<file path="config.mk">
export PLATFORM = sky130hd
export DESIGN_NAME = tcd_ctrl
export DESIGN_NICKNAME = d
export VERILOG_FILES = /design/src/design/tcd_pkg.sv /design/src/design/tcd_ctrl.sv
export VERILOG_INCLUDE_DIRS = /design/src /design/src/design
export SDC_FILE = /design/constraint.sdc
export NUM_CORES = 1
export LEC_CHECK = 0
export ABC_AREA = 1
export ABC_CLOCK_PERIOD_IN_PS = 1350
export BUFFER_PORTS_ARGS = -buffer_cell sky130_fd_sc_hd__buf_4
export CAP_MARGIN = 5
export CORE_UTILIZATION = 45
export DETAILED_ROUTE_END_ITERATION = 8
export GPL_ROUTABILITY_DRIVEN = 0
export PLACE_DENSITY = 0.74
export SLEW_MARGIN = 20
export SYNTH_ARGS = -nofsm -noshare
export SYNTH_HDL_FRONTEND = slang
export SYNTH_SLANG_ARGS = --single-unit
export TNS_END_PERCENT = 10
</file>
<file path="constraint.sdc">
create_clock -name clk -period 1.35 [get_ports clk]
set_input_delay 0.3375 -clock clk [delete_from_list [all_inputs] [get_ports clk]]
set_output_delay 0.3375 -clock clk [all_outputs]
set_load 0.005 [all_outputs]
</file>
<file path="src/design/tile_cache_lru_directory_macros.svh">
// assertion macros for the tile cache directory
`ifndef TILE_CACHE_LRU_DIRECTORY_MACROS_SVH
`define TILE_CACHE_LRU_DIRECTORY_MACROS_SVH
`ifndef SYNTHESIS
`define TCD_ASSERT_IMP(label, clk, rst_n, a, c) \
    label: assert property (@(posedge clk) disable iff (!rst_n) (a) |-> (c)) \
        else $error("tcd assertion failed");
`define TCD_ASSERT_NXT(label, clk, rst_n, a, c) \
    label: assert property (@(posedge clk) disable iff (!rst_n) (a) |=> (c)) \
        else $error("tcd assertion failed");
`else
`define TCD_ASSERT_IMP(label, clk, rst_n, a, c)
`define TCD_ASSERT_NXT(label, clk, rst_n, a, c)
`endif
`endif

</file>
<file path="src/design/tcd_pkg.sv">
`timescale 1ns / 1ps
`default_nettype none
package tcd_pkg;
    localparam int OpW = 3;
    localparam int ZoomW = 5;
    localparam int CoordW = 24;
    localparam int SlotW = 6;
    localparam int AgeW = 32;
    localparam int KeyW = ZoomW + 2 * CoordW;

    typedef enum logic [OpW-1:0] {
        OP_LOOKUP   = 3'd0,
        OP_ABSENT   = 3'd1,
        OP_ALLOCATE = 3'd2,
        OP_COMMIT   = 3'd3,
        OP_FLUSH    = 3'd4
    } op_t;

    typedef enum logic [2:0] {
        ST_IDLE,
        ST_SCAN_SLOT,
        ST_SCAN_ABSENT,
        ST_ALLOC,
        ST_FLUSH,
        ST_DONE,
        ST_INIT
    } state_t;

    // controller -> datapath
    typedef struct packed {
        logic load;       // latch the command
        logic clr_idx;    // restart scan index
        logic step;       // advance scan index
        logic slot_scan;  // compare slot at index
        logic abs_scan;   // compare absent entry at index
        logic alloc_scan; // lru compare at index
        logic hit_write;  // stamp the hit slot
        logic alloc_write;// invalidate and stamp chosen slot
        logic abs_write;  // write absent ring
        logic commit;     // write slot key
        logic flush_step; // clear one entry per index
        logic flush_end;  // clear valid bits and reset pointer
        logic respond;    // drive result strobe
    } tcd_cmd_t;

    // datapath -> controller
    typedef struct packed {
        logic slot_last;
        logic abs_last;
        logic found;      // match seen at this index
        logic invalid;    // invalid slot seen at this index
    } tcd_stat_t;
endpackage
`default_nettype wire

</file>
<file path="src/design/tcd_ctrl.sv">
`timescale 1ns / 1ps
`default_nettype none
`include "tile_cache_lru_directory_macros.svh"
module tcd_ctrl (
    input  wire logic                    clk,
    input  wire logic                    rst_n,
    input  wire logic                    start,
    input  wire logic [tcd_pkg::OpW-1:0] opcode,
    output logic                         busy,
    output tcd_pkg::tcd_cmd_t            cmd,
    input  wire tcd_pkg::tcd_stat_t      stat
);
    tcd_pkg::state_t state_reg, state_next;
    logic [tcd_pkg::OpW-1:0] op_reg;
    logic last_reg, last_next;   // last read is in flight
    logic stop_reg, stop_next;   // compare is armed: read data is valid

    always_ff @(posedge clk or negedge rst_n)
    begin
        if (!rst_n)
        begin
            state_reg <= tcd_pkg::ST_INIT;
            op_reg <= '0;
            last_reg <= 1'b0;
            stop_reg <= 1'b0;
        end
        else
        begin
            state_reg <= state_next;
            last_reg <= last_next;
            stop_reg <= stop_next;
            if (start && !busy)
                op_reg <= opcode;
        end
    end

    // scans: index runs one ahead of the compared read data
    always_comb
    begin
        state_next = state_reg;
        cmd = '0;
        last_next = last_reg;
        stop_next = stop_reg;
        busy = (state_reg != tcd_pkg::ST_IDLE);
        unique case (state_reg)
            tcd_pkg::ST_INIT:
            begin
                // clear the age store once after reset
                cmd.step = 1'b1;
                cmd.flush_step = 1'b1;
                if (stat.slot_last)
                    state_next = tcd_pkg::ST_IDLE;
            end
            tcd_pkg::ST_IDLE:
            begin
                if (start)
                begin
                    cmd.load = 1'b1;
                    cmd.clr_idx = 1'b1;
                    last_next = 1'b0;
                    stop_next = 1'b0;
                    priority case (opcode)
                        tcd_pkg::OP_LOOKUP:   state_next = tcd_pkg::ST_SCAN_SLOT;
                        tcd_pkg::OP_ALLOCATE: state_next = tcd_pkg::ST_ALLOC;
                        tcd_pkg::OP_FLUSH:    state_next = tcd_pkg::ST_FLUSH;
                        default:              state_next = tcd_pkg::ST_DONE;
                    endcase
                end
            end
            tcd_pkg::ST_SCAN_SLOT:
            begin
                cmd.step = !last_reg;
                cmd.slot_scan = stop_reg;
                if (stop_reg && stat.found)
                begin
                    cmd.hit_write = 1'b1;
                    state_next = tcd_pkg::ST_DONE;
                end
                else if (last_reg && stop_reg)
                begin
                    cmd.clr_idx = 1'b1;
                    last_next = 1'b0;
                    stop_next = 1'b0;
                    state_next = tcd_pkg::ST_SCAN_ABSENT;
                end
                else
                begin
                    stop_next = 1'b1;
                    if (stat.slot_last)
                        last_next = 1'b1;
                end
            end
            tcd_pkg::ST_SCAN_ABSENT:
            begin
                cmd.step = !last_reg;
                cmd.abs_scan = stop_reg;
                if ((stop_reg && stat.found) || (last_reg && stop_reg))
                    state_next = tcd_pkg::ST_DONE;
                else
                begin
                    stop_next = 1'b1;
                    if (stat.abs_last)
                        last_next = 1'b1;
                end
            end
            tcd_pkg::ST_ALLOC:
            begin
                cmd.step = !last_reg;
                cmd.alloc_scan = stop_reg;
                if (stop_reg && (stat.invalid || last_reg))
                begin
                    // first invalid slot wins outright, else oldest after the last compare
                    cmd.alloc_write = 1'b1;
                    state_next = tcd_pkg::ST_DONE;
                end
                else
                begin
                    stop_next = 1'b1;
                    if (stat.slot_last)
                        last_next = 1'b1;
                end
            end
            tcd_pkg::ST_FLUSH:
            begin
                cmd.step = 1'b1;
                cmd.flush_step = 1'b1;
                if (stat.slot_last)
                begin
                    cmd.flush_end = 1'b1;
                    state_next = tcd_pkg::ST_DONE;
                end
            end
            tcd_pkg::ST_DONE:
            begin
                if (op_reg == tcd_pkg::OP_COMMIT)
                    cmd.commit = 1'b1;
                if (op_reg == tcd_pkg::OP_ABSENT)
                    cmd.abs_write = 1'b1;
                cmd.respond = 1'b1;
                state_next = tcd_pkg::ST_IDLE;
            end
            default: state_next = tcd_pkg::ST_IDLE;
        endcase
    end

    `TCD_ASSERT_NXT(a_start_leaves_idle, clk, rst_n, start && !busy, busy)
    `TCD_ASSERT_NXT(a_done_to_idle, clk, rst_n, state_reg == tcd_pkg::ST_DONE, !busy)
    `TCD_ASSERT_IMP(a_one_write, clk, rst_n, cmd.hit_write, !cmd.alloc_write && !cmd.flush_step)
endmodule
`default_nettype wire

</file>
; Word level (Yosys, flattened, before mapping)
; Index checks and enable logic that the tools add are counted.
[word_totals]
register_bits = 8
out_inout_bits = 14
word_cells = 83
[classes]
eq_ne = 20
n_mux = 42
reduce_logical = 17
[op_table]
columns = cell, n
row1 = 1-bit 2-to-1 mux, 27
row2 = 3-bit 2-to-1 mux, 7
row3 = "2-bit != test, second input constant", 9
row4 = 3-bit one-hot mux with 6 select lines, 1
row5 = "3-bit by 2-bit == test with 1-bit output, second input constant", 4
row6 = "3-bit == test, second input constant", 4
row7 = 6-bit AND reduction, 2
row8 = 3-bit one-hot mux with 3 select lines, 1
row9 = 1-bit one-hot mux with 4 select lines, 2
row10 = "3-bit by 1-bit == test with 1-bit output, second input constant", 2
row11 = 3-bit logical NOT, 2
row12 = 5-bit AND reduction, 1
row13 = 1-bit logical AND, 4
row14 = 2-bit 2-to-1 mux, 2
row15 = 1-bit one-hot mux with 2 select lines, 2
row16 = 4-bit nonzero test, 1
row17 = "3-bit != test, second input constant", 1
row18 = 3-bit nonzero test, 1
row19 = 3-bit OR reduction, 1
row20 = 1-bit logical NOT, 2
row21 = 1-bit logical OR, 2
row22 = 2-bit OR reduction, 1

; Logic depth before layout (Yosys ltp)
[depth]
depth_word = 4
mapped_depth = 9
depth_no_buf = 8

; Worst setup path before layout
; No wires, ideal clock.
[synth_path]
kind = flip-flop to output port
startpoint = register state_reg[1]
endpoint = output cmd[10] (netlist bit)
arrival_ps = 1133
t_required_ps = 1013
setup_slack_ps = -120
path_stages_with_launch = 6
path_cell_list = dfstp_2 -> buf_6 -> nor2_8 -> nand2_4 -> nand2_4 -> or2_2
[synth_lines]
columns = item, line_no
row1 = from (decl), tcd_ctrl.sv:13  ; tcd_pkg::state_t state_reg, state_next;
row2 = from (signal assigned), tcd_ctrl.sv:22  ; state_reg <= tcd_pkg::ST_INIT;
row3 = from (signal assigned), tcd_ctrl.sv:29  ; state_reg <= state_next;
row4 = to (decl), tcd_ctrl.sv:10  ; output tcd_pkg::tcd_cmd_t cmd,

==> out/metrics.yaml <==
outcome:
  status: "complete, but fails checks"
  violations: "setup timing"
placement:
  portBuffers: 23
  placed_area_mm2: 0.00124
  dp_cells: 194
  place_hpwl_um: 1930
synth:
  synth_top_area_frac: 0.182
  synth_edf_count: 0
  ys.flop_type: "dfrtp_1"
  synth_most_common_cell: "nand2_1"
  syn-cell-area_um2: 826
  syn_inst: 119
  yosysTopAreaCell: "dfrtp_1"
  syn_nets: 129
  synthArstFlopShare: 1.00
  yosysWarnings: 0
  synth.top_cells.by_area: "dfrtp_1 (18%), nand2_1 (14%), nand3_1 (7.3%)"
  ys_ff_latch: 8
  synth_cell_types: 24
  seq_area_frac_synth: 0.245
  synth_commonest_cells: "nand2_1 (30), inv_1 (14), nand3_1 (12)"
  postSynthAreaPerCell_um2: 6.94
critical_path:
  crit_chain: "nand2_1 -> nor2_2 -> nand2_1 -> nand2_1 -> inv_2 -> nand3_2 -> nor2_1 -> buf_4"
  critPathCaptureType: "output port"
  required_ps: 1010
  critPathArrivalTime_ps: 1530
  path_max_fanout: 4
  worst-path-buf-inv: 2
  path_common_cell: "nand2_1"
  cp-start-kind: "flop"
  worstSetupPathType: "reg -> out"
  crit_path_top_delay_cell: "dfstp_2"
  crit_path_max_incr_delay_ps: 580
  cp.depth: 8
  reg2reg_depth: 10
  critPathTopFamily: "flip-flops"
floorplanning:
  die_w_um: 44.8
  rows: 15
  die_area_mm2: 0.00201
  ioPinCount: 24
  initial_utilization: 0.478
  fp.dieH_um: 44.8
  core_area_mm2: 0.00173
power:
  ir_drop_mv: 1.48
  powerDensity_mw_per_mm2: 2290
  p_total_mw: 3.20
  leakagePower_nw: 0.777
global_routing:
  overflow: 0
  grtUsageTotal: 0.271
  grt_first_pass_wirelength_um: 3890
  antenna_found_initial: 0
  first_global_vias: 921
  grt_max_degree: 9
routing:
  drt_iter0_markers: 42
  post-route-drc-count: 0
  drt_wl_total_um: 2830
  vias_per_cell: 5.10
  drtAntennaViolNets: 0
  dr.pass1.iters: 4
  route.detailed.wl_per_inst_um: 13.8
  num_vias: 1045
finish:
  fin_util: 0.807
  diodes: 0
  drive_gt1_frac: 0.561
  fin_cells: 205
  postLayoutCellArea_mm2: 0.00139
  areaGrowthSynthToFinish_pct: 68.8
  nets: 191
clock_tree:
  path_clk_slew_ps: 60
  clock_path_buffers: 2
  cts-root-buf: "clkbuf_4"
  cts_made_buffers: 3
  insertion_delay_ps: 270
  htree_levels: 1
  cts_tree: "done"
  numClockSinks: 8
sta:
  setup_slack_ps: -519
  finalSetupViolCount: 22
  setup_tns_ps: -7100
  hold_violations: 0
  finClkSkew_ps: 1.90
  tightest_slew_ps: 235
  rsz0062_at_grt: "yes"
  period_share: 1.38
  final_max_slew_viol_count: 0
  clock.fmax_mhz: 535
  layout_min_cycle_time_ps: 1870
  slew-limit-headroom: 0.842
hold_path:
  hold_class: "in -> reg"
  hold-path-cell-count: 3
run:
  drv_cap: 0
[worst register-to-register path, cell delays in order (launching register included)]
cell and delay [ps]:
dfstp_2 580, buf_6 110, nor2_4 40, nand2_4 90, buf_4 110, buf_6 90, nand2_1 80, nand2_2 110
nand3_2 100, nand2_1 70, nand2_1 50
[per-layer routing]
metal / share of wire / routed length (µm) / track usage / vias to the layer above
met3: 0.073 / 206 / 0.0840 / 4
met1: 0.38 / 1090 / 0.330 / 499
met5: 0 / 0 / 0 / -
met4: 0.0074 / 21 / 0.0364 / 0
met2: 0.53 / 1510 / 0.479 / 50
li1: - / - / - / 492
[per-stage QoR]
stage	hold slack (ps)	setup slack (ps)
after floorplan	41.9	-112
final	376	-519
after CTS	350	-531
after global routing	367	-604
after detailed placement	162	-238
after global placement	161	-203
[worst paths after layout]
| path | start | end | slack [ps] |
|---|---|---|---|
| worst max register to register | state_reg[1] | state_reg[0] | -180 |
| worst min-delay path | opcode[1] | op_reg[1] | 380 |
| worst max-delay path | state_reg[1] | cmd[11] | -520 |
| max in group asynchronous | rst_n | state_reg[2] | 720 |
| min in group asynchronous | rst_n | state_reg[0] | 420 |
| worst min register to register | op_reg[0] | op_reg[0] | 520 |
[kinds of logic (layout without fill, tap and decap cells)]
group / after synthesis / in the layout / share of synthesized area
AND/OR/NAND/NOR: 76 / 76 / 0.544
AO/OA/AOI/OAI: 11 / 11 / 0.0712
flip-flops: 8 / 8 / 0.245
buffers and inverters: 24 / 85 / 0.139
[cells in the final DEF, fill, tap and decap left out]
master         Yosys  final
inv_2              6      6
dfrtp_2            0      1
nor2_1             9      8
buf_12             0      1
inv_1             14     13
nand3b_1           1      1
nand3_4            1      2
inv_4              1      1
dlygate4sd3_1      0      1
nor2_2             4      3
nor2_4             4      6
a21oi_2            0      1
nand2_2            1      3
or2_4              0      1
o21ai_0            3      1
buf_6              3      8
o21ai_1            5      7
nor3_1             2      2
dfrtp_1            6      5
nor4b_2            0      1
dfstp_2            2      2
a21oi_1            2      1
clkbuf_1           0      1
buf_4              0     50
nand3_2            4      4
o21ai_2            1      1
clkbuf_4           0      3
nand3_1           12     11
nand2_1           30     28
nor2_8             1      1
nand2_4            5      5
inv_6              0      1
[area by class of cell]
cell class	count	area, µm²
well taps	25	31.3
multi-input cells	87	551
repair buffers	60	495
clock buffers	4	26.3
fillers	117	333
inverters	21	86.3
flip-flops and latches	8	204
[where the power goes]
part	leakage [nW]	switching [mW]	internal, mW
Sequential	0.0952	0.155	0.376
Clock	0.0150	0.0996	0.114
Combinational	0.667	1.23	1.22
Total	0.777	1.49	1.71
[what timing repair did]
action / CTS / global route
cloned: 0 / 0
hold buffers: 1 / 0
hold endpoints to repair: 6 / 0
gates resized for setup: 5 / 18
endpoints found under the setup margin: 22 / 22
pin swaps: 0 / 11
buffers inserted: 0 / 6
(Power assumes the default switching activity.)
